===== config.mk =====
export PLATFORM = sky130hd
export DESIGN_NAME = btr_fifo
export DESIGN_NICKNAME = d
export VERILOG_FILES = /design/src/hw/rtl/btr_pkg.sv /design/src/hw/rtl/btr_fifo.sv
export SDC_FILE = /design/constraint.sdc
export NUM_CORES = 1
export LEC_CHECK = 0
export CAP_MARGIN = 5
export CORE_ASPECT_RATIO = 0.75
export CORE_MARGIN = 10
export CORE_UTILIZATION = 55
export DETAILED_ROUTE_END_ITERATION = 7
export DONT_BUFFER_PORTS = 1
export GPL_TIMING_DRIVEN = 0
export HOLD_SLACK_MARGIN = 0.08
export PLACE_DENSITY_LB_ADDON = 0.2
export SLEW_MARGIN = 15
export SYNTH_ARGS = -nofsm -noshare
export SYNTH_HDL_FRONTEND = slang
export SYNTH_SLANG_ARGS = --single-unit

===== constraint.sdc =====
create_clock -name clk_i -period 1.7 [get_ports clk_i]
set_input_delay 0.085 -clock clk_i [delete_from_list [all_inputs] [get_ports clk_i]]
set_output_delay 0.085 -clock clk_i [all_outputs]
set_load 0.02 [all_outputs]

===== src/hw/rtl/btr_pkg.sv =====
// btr_pkg: shared types, constants and helpers of the bitmap text rasterizer
// used by btr_front, btr_fifo, btr_back and bitmap_text_rasterizer
// no dependencies
`default_nettype none

package btr_pkg;

  // display and font geometry
  localparam int unsigned DISPLAY_WIDTH   = 640;
  localparam int unsigned DISPLAY_HEIGHT  = 480;
  localparam int unsigned MAX_GLYPH_WIDTH = 8;
  localparam int unsigned FONT_DEPTH      = 2048;
  localparam int unsigned FONT_AW         = $clog2(FONT_DEPTH);

  // special character codes
  localparam logic [7:0] CODE_CR = 8'd13;
  localparam logic [7:0] CODE_LF = 8'd10;

  // configuration register indexes
  localparam logic [2:0] CFG_ORIGIN_X     = 3'd0;
  localparam logic [2:0] CFG_ORIGIN_Y     = 3'd1;
  localparam logic [2:0] CFG_SCALE        = 3'd2;
  localparam logic [2:0] CFG_CHAR_GAP     = 3'd3;
  localparam logic [2:0] CFG_GLYPH_WIDTH  = 3'd4;
  localparam logic [2:0] CFG_GLYPH_HEIGHT = 3'd5;

  // result kinds
  localparam logic KIND_SQUARE = 1'b0;
  localparam logic KIND_END    = 1'b1;

  typedef enum logic [1:0] {
    MODE_LOAD  = 2'd0,
    MODE_START = 2'd1,
    MODE_CHAR  = 2'd2,
    MODE_END   = 2'd3
  } mode_e;

  // classified request held in the queue
  typedef enum logic [2:0] {
    OP_LOAD,
    OP_START,
    OP_CHAR,
    OP_NEWLINE,
    OP_END
  } op_e;

  typedef enum logic [2:0] {
    ST_IDLE,
    ST_READ,
    ST_SCAN,
    ST_FLUSH,
    ST_REPORT
  } back_state_e;

  typedef struct packed {
    mode_e      mode;
    logic [10:0] font_addr;
    logic [7:0] font_byte;
    logic [7:0] char_code;
    logic       next_is_lf;
  } in_item_t;

  typedef struct packed {
    logic        kind;
    logic [15:0] pixel_x;
    logic [15:0] pixel_y;
    logic [3:0]  block_size;
    logic [15:0] end_y;
    logic        last;
  } out_item_t;

  typedef struct packed {
    logic [11:0] origin_x;
    logic [11:0] origin_y;
    logic [3:0]  scale;
    logic [3:0]  char_gap;
    logic [3:0]  glyph_width;
    logic [3:0]  glyph_height;
  } cfg_t;

  typedef struct packed {
    op_e                op;
    logic [FONT_AW-1:0] addr;   // load address or glyph base address
    logic [7:0]         data;   // font byte for loads
    logic               is_lf;  // character code is line feed
  } cmd_t;

  // clamp a 4-bit register value into 1..hi
  function automatic logic [3:0] clamp_1(input logic [3:0] v, input logic [3:0] hi);
    logic [3:0] r;
    r = v;
    if (v == 4'd0) r = 4'd1;
    else if (v > hi) r = hi;
    return r;
  endfunction

  // saturate a 17-bit sum to 16 bits
  function automatic logic [15:0] sat16(input logic [16:0] v);
    return v[16] ? 16'hFFFF : v[15:0];
  endfunction

endpackage

`default_nettype wire


===== src/hw/rtl/btr_fifo.sv =====
// btr_fifo: two-entry command queue between front and back
// depends on btr_pkg
`default_nettype none

module btr_fifo (
  input  wire                 clk_i,
  input  wire                 rst_ni,
  input  wire                 push_i,
  input  wire btr_pkg::cmd_t  cmd_i,
  output logic                full_o,
  input  wire                 pop_i,
  output logic                empty_o,
  output btr_pkg::cmd_t       cmd_o
);

  btr_pkg::cmd_t entry_q [2];
  logic          wr_ptr_q, wr_ptr_d;
  logic          rd_ptr_q, rd_ptr_d;
  logic [1:0]    count_q, count_d;

  assign full_o  = (count_q == 2'd2);
  assign empty_o = (count_q == 2'd0);
  assign cmd_o   = entry_q[rd_ptr_q];

  // pointer and fill count
  always_comb begin
    wr_ptr_d = wr_ptr_q;
    rd_ptr_d = rd_ptr_q;
    count_d  = count_q;
    if (push_i) begin
      wr_ptr_d = !wr_ptr_q;
      count_d  = count_d + 2'd1;
    end
    if (pop_i) begin
      rd_ptr_d = !rd_ptr_q;
      count_d  = count_d - 2'd1;
    end
  end

  always_ff @(posedge clk_i or negedge rst_ni) begin
    if (!rst_ni) begin
      wr_ptr_q <= 1'b0;
      rd_ptr_q <= 1'b0;
      count_q  <= 2'd0;
    end else begin
      wr_ptr_q <= wr_ptr_d;
      rd_ptr_q <= rd_ptr_d;
      count_q  <= count_d;
    end
  end

  // entry storage
  always_ff @(posedge clk_i) begin
    if (push_i) begin
      entry_q[wr_ptr_q] <= cmd_i;
    end
  end

endmodule

`default_nettype wire


Word level (Yosys, flattened, before mapping)
Memory sizes are Yosys's and may differ from the RTL's.
Cells that the tools add are included.
- bits in registers: 4
- latch bits: 0
- bits in writable memories: 46
- ROM bits: 0
- input bits: 27
- output and inout port bits: 25
- word-level logic and storage cells: 14
- memories: 1
- memory list (name ; words ; bits a word ; read ports ; clocked after Yosys merged registers in ; write ports ; line ; source):
    entry_q ; 2 ; 23 ; 1 ; 0 ; 1 ; btr_fifo.sv:16 ; btr_pkg::cmd_t entry_q [2];
- add/sub/neg operators: 2
- multiply operators: 0
- div/mod/pow operators: 0
- magnitude comparators: 0
- equal/unequal tests: 1
- shift operators: 0
- muxes and demuxes: 4
- bitwise operators: 0
- reductions and logical operators: 3
- operators by type and width (kind ; number):
    2-bit 2-to-1 mux ; 2
    2-bit by 1-bit adder with 2-bit output (second input constant) ; 1
    2-bit equality test (second input constant) ; 1
    1-bit logical NOT ; 2
    2-bit logical NOT ; 1
    1-bit 2-to-1 mux ; 2
    2-bit by 1-bit subtractor with 2-bit output (second input constant) ; 1

Logic depth before layout (Yosys ltp)
- word-level depth: 4
- mapped depth: 5
- mapped depth without buffers: 5

Worst setup path before layout
No wires, ideal clock.
- path kind: reg2reg
- start point: register wr_ptr_q
- end point: memory entry_q[0][0] (netlist bit), enable pin
- arrival time: 1.446 ns
- data required time: 1.295 ns
- slack: -0.152 ns
- stages on the path, launching flop included: 2
- period minus slack after synthesis: 1.852 ns
- cell sequence: dfrtp_1 -> nor2b_1
- RTL lines (item ; line ; source):
    from (decl) ; btr_fifo.sv:17 ; logic wr_ptr_q, wr_ptr_d;
    from (signal assigned) ; btr_fifo.sv:46 ; wr_ptr_q <= wr_ptr_d;
    to (decl) ; btr_fifo.sv:16 ;
No word-level cell before the write port.

Worst setup path after layout
- start point: input push_i
- end point: memory entry_q[0][1] (netlist bit), enable pin
- cells in the longest elaborated chain, start to end: 2
- ends and longest elaborated chain (item ; line ; source):
    from (decl) ; btr_fifo.sv:8 ; input wire push_i,
    1-bit 2-to-1 mux ; btr_fifo.sv:54 ; if (push_i) begin
    1-bit 2-to-1 mux (implied by the code) ; btr_fifo.sv:55 ; entry_q[wr_ptr_q] <= cmd_i;
Every way passes these cells.

==> impl_metrics.py <==
metrics = {
    "route": {
        "viasPerCell": 5.20,
        "antenna_left": 0,
        "dr.pass1.iters": 4,
        "drc_errors": 0,
        "wl_per_cell_um": 19.8,
        "routed_wl_um": 3550,
        "dr_total_vias": 931,
        "drtIter0Drc": 82,
    },
    "placed_design": {
        "gp_congestion": 0.674,
        "portBuffers": 0,
        "dp_hpwl_um": 2290,
    },
    "timing": {
        "rsz0062_at_grt": "false",
        "hold_viol_final": 0,
        "setup_viol": 0,
        "slew_headroom_pct": 54.2,
        "max_freq_ghz": 0.682,
        "worstMarginPinSlew_ns": 0.686,
        "slew_viol_final": 0,
        "fin_worst_skew_ns": 0.00608,
        "period_share_pct": 86.3,
        "whs_ns": 0.449,
        "period_needed_ns": 1.47,
    },
    "cts": {
        "cts_root_buf": "clkbuf_8",
        "clockBufferDepth": 2,
        "clk_latency_ns": 0.29,
        "cts_tree": "built",
        "numClockSinks": 50,
        "path_clk_slew_ns": 0.08,
        "htree_levels": 2,
        "cts-buffers-inserted": 5,
    },
    "critical_path": {
        "required_ns": 1.62,
        "worstPathCellList": "dlygate4sd3_1, buf_6, nor2b_4",
        "r2r_start": "wr_ptr_q",
        "crit_fanout": 23,
        "cp-end-kind": "register",
        "critPathArrivalTime_ns": 1.39,
        "crit_family": "buffers and inverters",
        "crit_path_start_kind": "input port",
        "reg2reg_slack_ns": 0.30,
        "path_class": "in2reg",
        "critPathLaunch": "push_i",
        "critPathSlowestCell": "nor2b_4",
        "worst_path_largest_cell_delay_ns": 0.59,
        "path_buf_inv": 2,
    },
    "global_route": {
        "grt_max_degree": 24,
        "globalRouteTotalUtil_pct": 11.3,
        "met2_usage_pct": 19.7,
        "grt.busiest_layer": "met2",
        "antenna_found_initial": 0,
        "grt_pass1_wl_um": 5750,
        "grt.overflow.total": 0,
        "grt_util_met3_pct": 5.14,
        "grt_use_met1_pct": 12.3,
        "grt_pass1_vias": 1085,
    },
    "yosys": {
        "synth_cell_types": 19,
        "ys_warn_count": 0,
        "netlist_instances": 94,
        "ys_seq_area_share_pct": 73.9,
        "synth.avg_cell_area_sq_um": 21.3,
        "synthesis.area_sq_um": 2000,
        "synth_seq_cells": 50,
        "syn_nets": 123,
    },
    "floorplanning": {
        "dieHeight_um": 72.3,
        "coreArea_sq_um": 3400,
        "io_pins": 52,
        "start_util_pct": 58.9,
        "rows": 18,
        "die_x_um": 89.7,
        "dieArea_sq_um": 6480,
    },
    "finish": {
        "multiInputGateArea_sq_um": 457,
        "fin_util_pct": 72.1,
        "num-fill-cells": 211,
        "final-seq-area_sq_um": 1480,
        "final_cell_mix": "46 x edfxtp_1, 27 x dlygate4sd3_1, 19 x mux2_4, 5 x clkbuf_8",
        "mostFrequentLayoutCell": "edfxtp_1",
        "n_antenna_cell": 0,
        "fin_nets": 157,
        "area_growth_pct": 22.3,
        "layout-drive-gt1-share_pct": 28.7,
    },
    "power_and_ir_drop": {
        "p_total_mw": 4.03,
        "switching_share_pct": 31.9,
        "pwr-share-comb_pct": 37.2,
        "pwr_density_cell_nw_per_um2": 1640,
        "pwr-share-seq_pct": 43.3,
        "ir_drop_mv": 1.03,
        "p_clk_share_pct": 19.5,
        "p_leak_nw": 0.913,
        "p_int_mw": 2.75,
        "power.switching_mw": 1.29,
    },
    "worst_hold_path": {
        "holdCritStartpoint": "cmd_i[8]",
        "min_path_type": "in2reg",
    },
    "flow_run": {
        "drv_cap": 0,
    },
    "status": {
        "status": "finished clean",
    },
}
[final timing paths]
kind / to / depth (start not counted)
setup / recovery: entry_q[0][1] / 3
hold / removal: entry_q[0][8] / 1
setup reg to reg: entry_q[0][1] / 1
hold reg to reg: wr_ptr_q / 1
max in group asynchronous: count_q[0] / 2
min in group asynchronous: rd_ptr_q / 2
[metrics by stage]
stage / TNS (ns) / setup slack (ns) / cell area, sq um / instances
6_report: 0 / 0.233 / 2450 / 179
5_1_grt: 0 / 0.172 / 2450 / 179
4_1_cts: 0 / 0.246 / 2450 / 179
3_5_place_dp: -1.94 / -0.0858 / 2070 / 144
3_3_place_gp: 0 / 0.00306 / 2070 / 144
2_1_floorplan: 0 / 0.274 / 2010 / 94
[synth_stat cells]
| master | n | share of area, % |
|---|---|---|
| a22oi_1 | 1 | 0.37 |
| a2bb2oi_2 | 1 | 0.75 |
| a31oi_1 | 1 | 0.31 |
| and2_1 | 1 | 0.31 |
| buf_12 | 2 | 2.0 |
| buf_6 | 2 | 1.1 |
| clkbuf_2 | 1 | 0.25 |
| dfrtp_1 | 4 | 5.0 |
| edfxtp_1 | 46 | 69 |
| ha_1 | 2 | 1.2 |
| inv_1 | 2 | 0.37 |
| mux2_2 | 4 | 2.2 |
| mux2_4 | 19 | 14 |
| nand2_1 | 1 | 0.19 |
| nor2_1 | 1 | 0.19 |
| nor2b_1 | 1 | 0.31 |
| o31a_1 | 1 | 0.44 |
| xnor2_1 | 2 | 0.87 |
| xor2_1 | 2 | 0.87 |
[flip-flops by register name, indices dropped and copies added (netlist names)]
name      flops
count_q       2
rd_ptr_q      1
wr_ptr_q      1
entry_q      46
[what timing repair did]
| action | in CTS | in global routing |
|---|---|---|
| hold endpoints to repair | 53 | 0 |
| hold buffers | 27 | 0 |
| resized for setup | 2 | 0 |
| endpoints found under the setup margin | 23 | 0 |
| setup buffers | 0 | 0 |
[power by group through the flow]
| stage | Combinational, mW | Sequential, mW | Clock (mW) |
|---|---|---|---|
| 6_report | 1.50 | 1.74 | 0.786 |
| 5_1_grt | 1.60 | 1.77 | 0.854 |
| 4_1_cts | 1.52 | 1.74 | 0.807 |
| 3_5_place_dp | 1.46 | 1.77 | 0 |
| 3_3_place_gp | 1.42 | 1.75 | 0 |
| 2_1_floorplan | 1.27 | 1.74 | 0 |
[layout make-up]
type | count | area share, %
clock inverter | 1 | 1.22
timing repair buffer | 27 | 11.0
sequential | 50 | 60.4
inverter | 2 | 0.306
clock buffer | 7 | 3.11
multi-input combinational | 37 | 18.6
buffer | 5 | 2.76
tap | 50 | 2.55
[layer usage]
layer | vias up | wire length, um
met4 | 0 | 12
met5 | - | 0
li1 | 427 | -
met3 | 2 | 266
met1 | 458 | 1400
met2 | 44 | 1870
[kinds of logic after synthesis]
logic type                 synth area share, %
AOI/OAI and AO/OA                         1.87
muxes                                     16.5
and+or+nand+nor                          0.999
adders and majority gates                 1.25
buffers and inverters                     3.75
xor gates and xnor gates                  1.75
DFF                                       73.9
Note: power is estimated with default switching activity, not from simulation.
