## src/hw/rtl/btr_pkg.sv

```systemverilog
// btr_pkg: shared types, constants and helpers of the bitmap text rasterizer
// used by btr_front, btr_fifo, btr_back and bitmap_text_rasterizer
// no dependencies
`default_nettype none

package btr_pkg;

  // display and font geometry
  localparam int unsigned DISPLAY_WIDTH   = 640;
  localparam int unsigned DISPLAY_HEIGHT  = 480;
  localparam int unsigned MAX_GLYPH_WIDTH = 8;
  localparam int unsigned FONT_DEPTH      = 2048;
  localparam int unsigned FONT_AW         = $clog2(FONT_DEPTH);

  // special character codes
  localparam logic [7:0] CODE_CR = 8'd13;
  localparam logic [7:0] CODE_LF = 8'd10;

  // configuration register indexes
  localparam logic [2:0] CFG_ORIGIN_X     = 3'd0;
  localparam logic [2:0] CFG_ORIGIN_Y     = 3'd1;
  localparam logic [2:0] CFG_SCALE        = 3'd2;
  localparam logic [2:0] CFG_CHAR_GAP     = 3'd3;
  localparam logic [2:0] CFG_GLYPH_WIDTH  = 3'd4;
  localparam logic [2:0] CFG_GLYPH_HEIGHT = 3'd5;

  // result kinds
  localparam logic KIND_SQUARE = 1'b0;
  localparam logic KIND_END    = 1'b1;

  typedef enum logic [1:0] {
    MODE_LOAD  = 2'd0,
    MODE_START = 2'd1,
    MODE_CHAR  = 2'd2,
    MODE_END   = 2'd3
  } mode_e;

  // classified request held in the queue
  typedef enum logic [2:0] {
    OP_LOAD,
    OP_START,
    OP_CHAR,
    OP_NEWLINE,
    OP_END
  } op_e;

  typedef enum logic [2:0] {
    ST_IDLE,
    ST_READ,
    ST_SCAN,
    ST_FLUSH,
    ST_REPORT
  } back_state_e;

  typedef struct packed {
    mode_e      mode;
    logic [10:0] font_addr;
    logic [7:0] font_byte;
    logic [7:0] char_code;
    logic       next_is_lf;
  } in_item_t;

  typedef struct packed {
    logic        kind;
    logic [15:0] pixel_x;
    logic [15:0] pixel_y;
    logic [3:0]  block_size;
    logic [15:0] end_y;
    logic        last;
  } out_item_t;

  typedef struct packed {
    logic [11:0] origin_x;
    logic [11:0] origin_y;
    logic [3:0]  scale;
    logic [3:0]  char_gap;
    logic [3:0]  glyph_width;
    logic [3:0]  glyph_height;
  } cfg_t;

  typedef struct packed {
    op_e                op;
    logic [FONT_AW-1:0] addr;   // load address or glyph base address
    logic [7:0]         data;   // font byte for loads
    logic               is_lf;  // character code is line feed
  } cmd_t;

  // clamp a 4-bit register value into 1..hi
  function automatic logic [3:0] clamp_1(input logic [3:0] v, input logic [3:0] hi);
    logic [3:0] r;
    r = v;
    if (v == 4'd0) r = 4'd1;
    else if (v > hi) r = hi;
    return r;
  endfunction

  // saturate a 17-bit sum to 16 bits
  function automatic logic [15:0] sat16(input logic [16:0] v);
    return v[16] ? 16'hFFFF : v[15:0];
  endfunction

endpackage

`default_nettype wire

```

## src/hw/rtl/btr_front.sv

```systemverilog
// btr_front: accepts input requests and classifies them into queue commands
// depends on btr_pkg
`default_nettype none

module btr_front (
  input  wire btr_pkg::in_item_t in_data_i,
  input  wire                    in_valid_i,
  output logic                   in_stall_o,
  input  wire btr_pkg::cfg_t     cfg_i,
  input  wire                    q_full_i,
  output logic                   q_push_o,
  output btr_pkg::cmd_t          q_cmd_o
);

  logic [3:0]                  gw_eff;
  logic [btr_pkg::FONT_AW-1:0] glyph_base;

  // glyph base address, taken modulo the font depth
  assign gw_eff     = btr_pkg::clamp_1(cfg_i.glyph_width, 4'(btr_pkg::MAX_GLYPH_WIDTH));
  assign glyph_base = btr_pkg::FONT_AW'(in_data_i.char_code) * btr_pkg::FONT_AW'(gw_eff);

  assign in_stall_o = q_full_i;
  assign q_push_o   = in_valid_i && !q_full_i;

  // request classification
  always_comb begin
    q_cmd_o.addr  = glyph_base;
    q_cmd_o.data  = in_data_i.font_byte;
    q_cmd_o.is_lf = (in_data_i.char_code == btr_pkg::CODE_LF);
    q_cmd_o.op    = btr_pkg::OP_CHAR;
    unique case (in_data_i.mode)
      btr_pkg::MODE_LOAD: begin
        q_cmd_o.op   = btr_pkg::OP_LOAD;
        q_cmd_o.addr = in_data_i.font_addr;
      end
      btr_pkg::MODE_START: q_cmd_o.op = btr_pkg::OP_START;
      btr_pkg::MODE_CHAR: begin
        if (in_data_i.char_code == btr_pkg::CODE_CR && in_data_i.next_is_lf) begin
          q_cmd_o.op = btr_pkg::OP_NEWLINE;
        end else begin
          q_cmd_o.op = btr_pkg::OP_CHAR;
        end
      end
      btr_pkg::MODE_END: q_cmd_o.op = btr_pkg::OP_END;
      default: q_cmd_o.op = btr_pkg::OP_CHAR;
    endcase
  end

endmodule

`default_nettype wire

```

## config.mk

```make
export PLATFORM = sky130hd
export DESIGN_NAME = btr_front
export DESIGN_NICKNAME = d
export VERILOG_FILES = /design/src/hw/rtl/btr_pkg.sv /design/src/hw/rtl/btr_front.sv
export SDC_FILE = /design/constraint.sdc
export NUM_CORES = 1
export LEC_CHECK = 0
export BUFFER_PORTS_ARGS = -buffer_cell sky130_fd_sc_hd__buf_2
export CORE_ASPECT_RATIO = 0.6
export CORE_MARGIN = 2
export CORE_UTILIZATION = 40
export DETAILED_ROUTE_END_ITERATION = 8
export GPL_TIMING_DRIVEN = 0
export PLACE_DENSITY = 0.81
export SYNTH_ARGS = -nofsm -noshare
export SYNTH_HDL_FRONTEND = slang
export SYNTH_SLANG_ARGS = --single-unit
```

## constraint.sdc

```tcl
create_clock -name vclk -period 5.86
set_input_delay 0.879 -clock vclk [all_inputs]
set_output_delay 0.879 -clock vclk [all_outputs]
set_load 0.03 [all_outputs]
```

---- Word-level counts from Yosys, hierarchy flattened ----
Cells that the tools add are included.
storage, ports and cells
  register bits after elaboration ......... 0
  bits of input ports ..................... 72
  output and inout port bits .............. 25
  word-level logic and storage cells ...... 17
cells by class
  multipliers ............................. 1
  magnitude comparators ................... 1
  eq/ne operators ......................... 5
  multiplexer cells ....................... 5
  reductions and logical operators ........ 5
operators by type and width
  operator                                                         number
  8-bit by 4-bit == test with 1-bit output, second input constant  2
  3-bit case mux with 4 select lines                               1
  8-bit by 4-bit multiplier with 11-bit output                     1
  11-bit two-way mux                                               1
  4-bit two-way mux                                                2
  2-bit == test, second input constant                             2
  4-bit greater-than comparator, second input constant             1
  4-bit zero test                                                  1
  2-bit by 1-bit == test with 1-bit output, second input constant  1
  1-bit logical AND                                                2
  2-bit zero test                                                  1
  1-bit zero test                                                  1
  1-bit two-way mux                                                1

---- Longest topological paths before layout ----
Gate-level depths: netlist of run 1.
  depth after elaboration ................. 5
  depth in mapped cells ................... 13
  mapped depth without buffers ............ 13

---- Worst setup path after synthesis of run 1 ----
Ideal clock, no wire load.
  path kind ............................... input to output
  from .................................... input cfg_i[7] (netlist bit)
  to ...................................... output q_cmd_o[17] (netlist bit)
  data arrival time ....................... 4253 ps
  required time ........................... 4981 ps
  setup slack ............................. 728 ps
  stages .................................. 13
  path buffers ............................ 1
  cell sequence ........................... clkbuf_1 > nor2b_1 > nand2_1 > fa_1 > inv_1 > fa_1 > inv_1 > fa_1 > nor2b_4 > o31a_1 > o22ai_2 > xor2_1 > o21ai_0
RTL lines
  what                line             source
  start: declaration  btr_front.sv:9   input wire btr_pkg::cfg_t cfg_i,
  end: declaration    btr_front.sv:12  output btr_pkg::cmd_t q_cmd_o

==> reports/metrics.cfg, run 1 <==
[die]
rows = 15
ios = 97
core_sq_mm = 0.00282
die-area_sq_mm = 0.00335
die_w_um = 73.4
start_util_pct = 41.1
chipHeight_um = 45.7

[grt]
grt_pass1_vias = 990
antenna_found_initial = 0
grt_max_degree = 11
grt-ovfl-total = 0
grtUsageTotal_pct = 16.2
grt_pass1_wl_mm = 4.35

[synth]
yosysTopAreaCell = fa_1
synth_top_area_share_pct = 20.8
syn_nets = 252
ys_warn_count = 0
synthCells = 155
synthTopCellsByArea = fa_1, ha_1, and2_1, inv_1, nand2_1
post_synth_instance_area_sq_mm = 0.00116
syn-mean-instance-area_sq_um = 7.47
yosysSeqAreaShare_pct = 0
ys_types = 36

[finish]
fin_area_sq_mm = 0.00147
layout_commonest_cell = buf_2
syn2layout_area_growth_pct = 26.6
layout-drive-gt1-share_pct = 34.1
nClkBuffers = 0
fin_nets = 307
final_cell_mix = buf_2, inv_1, nand2_1, and2_1, ha_1
seq_cells = 0
nFillCells = 293
regArea_sq_um = 0
diodes = 0

[worst_setup_path]
critPathMaxFanout = 10
cp_top_family = adder cells
crit_chain = buf_2 -> clkbuf_1 -> nor2b_1 -> nand2_1 -> fa_1 -> inv_1 -> fa_1 -> inv_1 -> fa_1 -> nor2b_4 -> o31a_1 -> o22ai_2 -> and3_2 -> o31a_1 -> buf_2
slowest_delay_ns = 0.56
setup.worst_path.start = cfg_i[7]
slowest_stage = fa_1
cp_data_arrival_time_ns = 4.50
crit_path_start_kind = primary input
cp.required_ns = 4.98
crit_type = primary input to primary output
cp-end-kind = primary output
critPathMostFrequentCell = fa_1
critPathBufInv = 5

[timing]
slew-limit-headroom_pct = 55.4
setup_viol = 0
worst_slew_pin_slew_ns = 0.662
drv_slew = 0
final.period_utilization_pct = 91.8
max_clock_freq_ghz = 0.186
fin_crit_ns = 5.38
finalSetupTns_ns = 0
hold_viol = 0
whs_ns = 2.01
rsz0062_at_grt = no

[placed_design]
placed_area_sq_mm = 0.00147
dp_hpwl_mm = 2.41
numPortBuffers = 53
gp_congestion = 0.808

[cts]
cts_setup_buffers = 0
ctsResizeCount = 0
ctsHoldBuffers = 0

[drt]
post-route-drc-count = 0
firstDrtPassIters = 6
routed-via-count = 1163
drtIter0Drc = 29
routed_via_density = 4.81
wl_mm = 2.72
post_drt_wl_per_cell_um = 11.2
ant_nets = 0

[power]
pwr-share-seq_pct = 0
power_frac_comb_pct = 100.0
swShare_pct = 61.2
power.leakage_uw = 0.000825
cellPowerDensity_mw_per_mm2 = 115
clkPwrFrac_pct = 0
cell_internal_pwr_uw = 65.5
peakVddDrop_uv = 41.2
switchingPower_uw = 103

[min_path]
hp-class = primary input to primary output
worstHoldStart = in_data_i[13]

[run_status]
outcome = complete, no violations

[job]
maxCapViolations = 0

[kinds of logic after synthesis]
kind of cell	after synthesis	share of synthesized area, %
muxes	2	1.95
buffers and inverters	32	13.4
and+or+nand+nor	62	28.9
adders and majority gates	25	34.8
AOI/OAI and AO/OA	28	15.8
xor gates and xnor gates	6	5.19
[power groups by stage]
| stage | clock network, uW | logic [uW] | registers, uW |
|---|---|---|---|
| floorplan | 0 | 123 | 0 |
| global placement | 0 | 166 | 0 |
| detailed placement | 0 | 169 | 0 |
| CTS | 0 | 170 | 0 |
| global route | 0 | 188 | 0 |
| finish | 0 | 169 | 0 |
[cell usage after synthesis, drive strengths merged]
| cell | instances |
|---|---|
| a21o | 2 |
| inv | 21 |
| nand3b | 1 |
| or2 | 1 |
| o21ai | 12 |
| o21bai | 1 |
| ha | 13 |
| a22o | 1 |
| nor4 | 1 |
| or3 | 1 |
| nor3 | 2 |
| and2 | 19 |
| nand2 | 20 |
| xnor2 | 1 |
| clkbuf | 1 |
| nor2b | 6 |
| o31a | 2 |
| o22ai | 1 |
| nand2b | 2 |
| and3 | 2 |
| buf | 10 |
| a21oi | 3 |
| a211oi | 2 |
| a31o | 1 |
| xor2 | 5 |
| a31oi | 1 |
| fa | 12 |
| and4b | 1 |
| mux2 | 2 |
| nor2 | 6 |
| o221ai | 1 |
| o21a | 1 |
[path summary, 6_finish.rpt]
check | depth (start not counted) | endpoint | slack (ns)
worst max-delay path | 15 | q_cmd_o[19] | 0.48
worst min-delay path | 2 | q_cmd_o[5] | 2.01
[layer usage]
metal	share of wire (%)	GRT usage, %	vias up	routed length [um]
met5	0	0	-	0
met2	42	27.1	37	1140
met4	0	0	0	0
met1	53	25.1	523	1430
li1	-	-	603	-
met3	5.2	0.221	0	140
[cell type report]
class	instances	area (sq um)	share of cell area, %
inverter	21	78.8	5.38
tap	34	42.5	2.90
multi-input combinational	123	1000	68.4
timing repair buffer	53	265	18.1
buffer	11	76.3	5.21
[through the flow]
| stage | std cells | power (uW) | util, % | setup WS, ns |
|---|---|---|---|---|
| 4_1_cts | 242 | 170 | 52.0 | 0.485 |
| 3_3_place_gp | 242 | 166 | 52.0 | 0.568 |
| 2_1_floorplan | 155 | 123 | - | 0.728 |
| 6_report | 242 | 169 | 52.0 | 0.480 |
| 3_5_place_dp | 242 | 169 | 52.0 | 0.496 |
| 5_1_grt | 242 | 188 | 52.0 | 0.283 |
Note: power is estimated with default switching activity, not from simulation.
==> run 2, diff against run 1 <==
MAX_ROUTING_LAYER = met4   (was not set)
==> run 2 against run 1 <==
Via count fell by 0.17%. Worst hold slack is the same. Critical path depth unchanged. Critical path type unchanged. Combinational power hardly changed.
==> reports/metrics.cfg, run 2 (synthesized netlist as in run 1, its figures left out) <==
[finish]
syn2layout_area_growth_pct = 26.6
fin_area_sq_mm = 0.00147
diodes = 0
nClkBuffers = 0
finalNonFillerCells = 242
layout-drive-gt1-share_pct = 34.1
seq_cells = 0
nFillCells = 293
layout_commonest_cell = buf_2
regArea_sq_um = 0
final_cell_mix = buf_2, inv_1, nand2_1, and2_1, ha_1
fin_nets = 307

[die]
ios = 97
start_util_pct = 41.1
die-area_sq_mm = 0.00335
die_w_um = 73.4
chipHeight_um = 45.7
rows = 15
core_sq_mm = 0.00282

[timing]
finalSetupTns_ns = 0
worst_slew_pin_slew_ns = 0.664
rsz0062_at_grt = no
hold_viol = 0
whs_ns = 2.01
max_clock_freq_ghz = 0.186
slew-limit-headroom_pct = 55.3
setup_viol = 0
final.period_utilization_pct = 91.8
drv_slew = 0
fin_crit_ns = 5.38

[drt]
ant_nets = 0
firstDrtPassIters = 6
post_drt_wl_per_cell_um = 11.2
post-route-drc-count = 0
drtIter0Drc = 29
routed-via-count = 1161
wl_mm = 2.72
routed_via_density = 4.80

[worst_setup_path]
critPathMaxFanout = 10
critPathMostFrequentCell = fa_1
cp_top_family = adder cells
critPathBufInv = 5
slowest_stage = fa_1
crit_type = primary input to primary output
slowest_delay_ns = 0.56
cp.required_ns = 4.98
crit_chain = buf_2 -> clkbuf_1 -> nor2b_1 -> nand2_1 -> fa_1 -> inv_1 -> fa_1 -> inv_1 -> fa_1 -> nor2b_4 -> o31a_1 -> o22ai_2 -> and3_2 -> o31a_1 -> buf_2
setup.worst_path.start = cfg_i[7]
cp-end-kind = primary output
cp_data_arrival_time_ns = 4.50
crit_path_start_kind = primary input

[power]
power_frac_comb_pct = 100.0
clkPwrFrac_pct = 0
swShare_pct = 61.2
pwr-share-seq_pct = 0
switchingPower_uw = 103
power.leakage_uw = 0.000825
peakVddDrop_uv = 41.2
cell_internal_pwr_uw = 65.5
cellPowerDensity_mw_per_mm2 = 115

[grt]
grt-ovfl-total = 0
grt_max_degree = 11
grt_pass1_vias = 987
antenna_found_initial = 0
grt_pass1_wl_mm = 4.35
grtUsageTotal_pct = 16.7

[min_path]
worstHoldStart = in_data_i[13]
hp-class = primary input to primary output

[placed_design]
dp.cells = 242
numPortBuffers = 53
placed_area_sq_mm = 0.00147
dp_hpwl_mm = 2.41
gp_congestion = 0.820

[run_status]
outcome = complete, no violations

[cts]
cts_setup_buffers = 0
ctsResizeCount = 0
ctsHoldBuffers = 0

[job]
maxCapViolations = 0

[run 2: cell counts in the layout (fill, tap and decap cells not counted)]
Identical to the previous run, type by type.
[run 2: layer usage]
layer / GRT usage [%] / wire (um)
met4: 0 / 0
met3: 0.221 / 134
met5: - / 0
met2: 27.1 / 1150
met1: 25.1 / 1440
[run 2: final timing paths]
path          end  slack [ns]  depth (start not counted)
max   q_cmd_o[19]        0.48                         15
min    q_cmd_o[5]        2.01                          2
[run 2: power by group through the flow]
stage | clock [uW] | combinational [uW] | sequential (uW)
finish | 0 | 169 | 0
global route | 0 | 188 | 0
CTS | 0 | 170 | 0
detailed placement | 0 | 169 | 0
global placement | 0 | 166 | 0
floorplan | 0 | 123 | 0
[run 2: layout make-up]
class                           instances  area [sq um]  area share (%)
Tap cell                               34          42.5            2.90
Timing Repair Buffer                   53           265            18.1
Multi-Input combinational cell        123          1000            68.4
Inverter                               21          78.8            5.38
Buffer                                 11          76.3            5.21
[run 2: through the flow]
stage / utilization, % / worst slack, ns / power, uW
after floorplan: - / 0.728 / 123
after global placement: 52.0 / 0.568 / 166
after detailed placement: 52.0 / 0.496 / 169
after CTS: 52.0 / 0.485 / 170
after global routing: 52.0 / 0.283 / 188
final: 52.0 / 0.478 / 169
==> run 3, diff against run 2 <==
CORE_UTILIZATION = 41   (was 40)
PLACE_DENSITY = 0.83   (was 0.81)
==> run 3 against run 2 <==
Sequential cell count unchanged. Worst hold slack about the same. Wire length down 1.5%. Via count fell by 1.1%. Worst setup slack better by 0.010 ns. Critical endpoint unchanged.
==> reports/metrics.cfg, run 3 (synthesized netlist as in run 1, its figures left out) <==
[drt]
drtIter0Drc = 34
firstDrtPassIters = 4
wl_mm = 2.68
post_drt_wl_per_cell_um = 11.2
post-route-drc-count = 0
routed-via-count = 1148
routed_via_density = 4.78
ant_nets = 0

[finish]
nClkBuffers = 0
layout_commonest_cell = buf_2
diodes = 0
layout-drive-gt1-share_pct = 34.1
syn2layout_area_growth_pct = 26.4
final_cell_mix = buf_2, inv_1, nand2_1, and2_1, ha_1
regArea_sq_um = 0
seq_cells = 0
fin_nets = 307

[worst_setup_path]
setup.worst_path.start = cfg_i[7]
crit_type = primary input to primary output
cp_data_arrival_time_ns = 4.49
critPathMaxFanout = 10
worstSetupEndpoint = q_cmd_o[19]
crit_path_start_kind = primary input
cp-end-kind = primary output
cp.required_ns = 4.98

[placed_design]
dp_hpwl_mm = 2.45
gp_congestion = 0.863
numPortBuffers = 53
place_ws_ns = 0.502

[die]
rows = 14
start_util_pct = 44.6
chipHeight_um = 45.2
core_sq_mm = 0.00259
ios = 97
die_w_um = 72.6
die-area_sq_mm = 0.00328

[timing]
max_clock_freq_ghz = 0.186
worst_slew_pin_slew_ns = 0.552
slew-limit-headroom_pct = 63.1
rsz0062_at_grt = no
fin_crit_ns = 5.37
final.period_utilization_pct = 91.7
worst_slack_ns = 0.488
drv_slew = 0
setup_viol = 0
hold_viol = 0
finalSetupTns_ns = 0

[grt]
grt_pass1_wl_mm = 4.49
antenna_found_initial = 0
grt_pass1_vias = 1045
grt-ovfl-total = 0
grt_max_degree = 11
grtUsageTotal_pct = 17.4

[power]
cell_internal_pwr_uw = 65.3
cellPowerDensity_mw_per_mm2 = 115
peakVddDrop_uv = 52.7
clkPwrFrac_pct = 0
switchingPower_uw = 103
swShare_pct = 61.2
power_uw = 168
power_frac_comb_pct = 100.0
power.leakage_uw = 0.000825
pwr-share-seq_pct = 0

[run_status]
outcome = complete, no violations

[job]
maxCapViolations = 0

[min_path]
hold_depth = 2
hp-class = primary input to primary output

[cts]
ctsResizeCount = 0
ctsHoldBuffers = 0
cts_setup_buffers = 0

-- run 3: cell counts in the layout (fill, tap and decap cells not counted) --
Identical to the previous run, type by type.
-- run 3: cell type report --
cell class                      instances  area [sq um]
Fill cell                             264          1130
Multi-Input combinational cell        123          1000
Timing Repair Buffer                   53           265
Inverter                               21          78.8
Buffer                                 11          76.3
Tap cell                               32          40.0
-- run 3: worst min-delay path by stage --
stage | startpoint | endpoint | slack [ns]
floorplan | q_full_i | q_push_o | 1.87
global placement | in_data_i[15] | q_cmd_o[7] | 2.01
detailed placement | in_data_i[15] | q_cmd_o[7] | 2.01
CTS | in_data_i[15] | q_cmd_o[7] | 2.01
global route | in_data_i[12] | q_cmd_o[4] | 2.01
finish | in_data_i[14] | q_cmd_o[6] | 2.01
-- run 3: worst max-delay path: stages --
cell	delay, ns
buf_2	0.10
clkbuf_1	0.20
nor2b_1	0.43
nand2_1	0.17
fa_1	0.53
inv_1	0.06
fa_1	0.56
inv_1	0.07
fa_1	0.49
nor2b_4	0.14
o31a_1	0.17
o22ai_2	0.10
and3_2	0.18
o31a_1	0.23
buf_2	0.18
-- run 3: power groups by stage --
stage                     sequential (uW)  combinational [uW]  clock, uW
final                                   0                 168          0
after global routing                    0                 186          0
after CTS                               0                 169          0
after detailed placement                0                 169          0
after global placement                  0                 165          0
after floorplan                         0                 123          0
-- run 3: stage by stage --
step                hold slack [ns]  util [%]  instance area [sq um]  cells
CTS                            2.01      56.4                   1460    240
global route                   2.01      56.4                   1460    240
detailed placement             2.01      56.4                   1460    240
finish                         2.01      56.4                   1460    240
floorplan                      1.87         -                   1160    155
global placement               2.01      56.4                   1460    240
-- run 3: metal layers --
layer  track usage (%)  share of wire (%)  up-vias  wire (um)
met1              26.4                 52      511       1400
met2              27.8                 43       31       1160
met4                 0                  0        0          0
met5                 -                  0        -          0
met3             0.446                4.5        0        120
li1                  -                  -      606          -
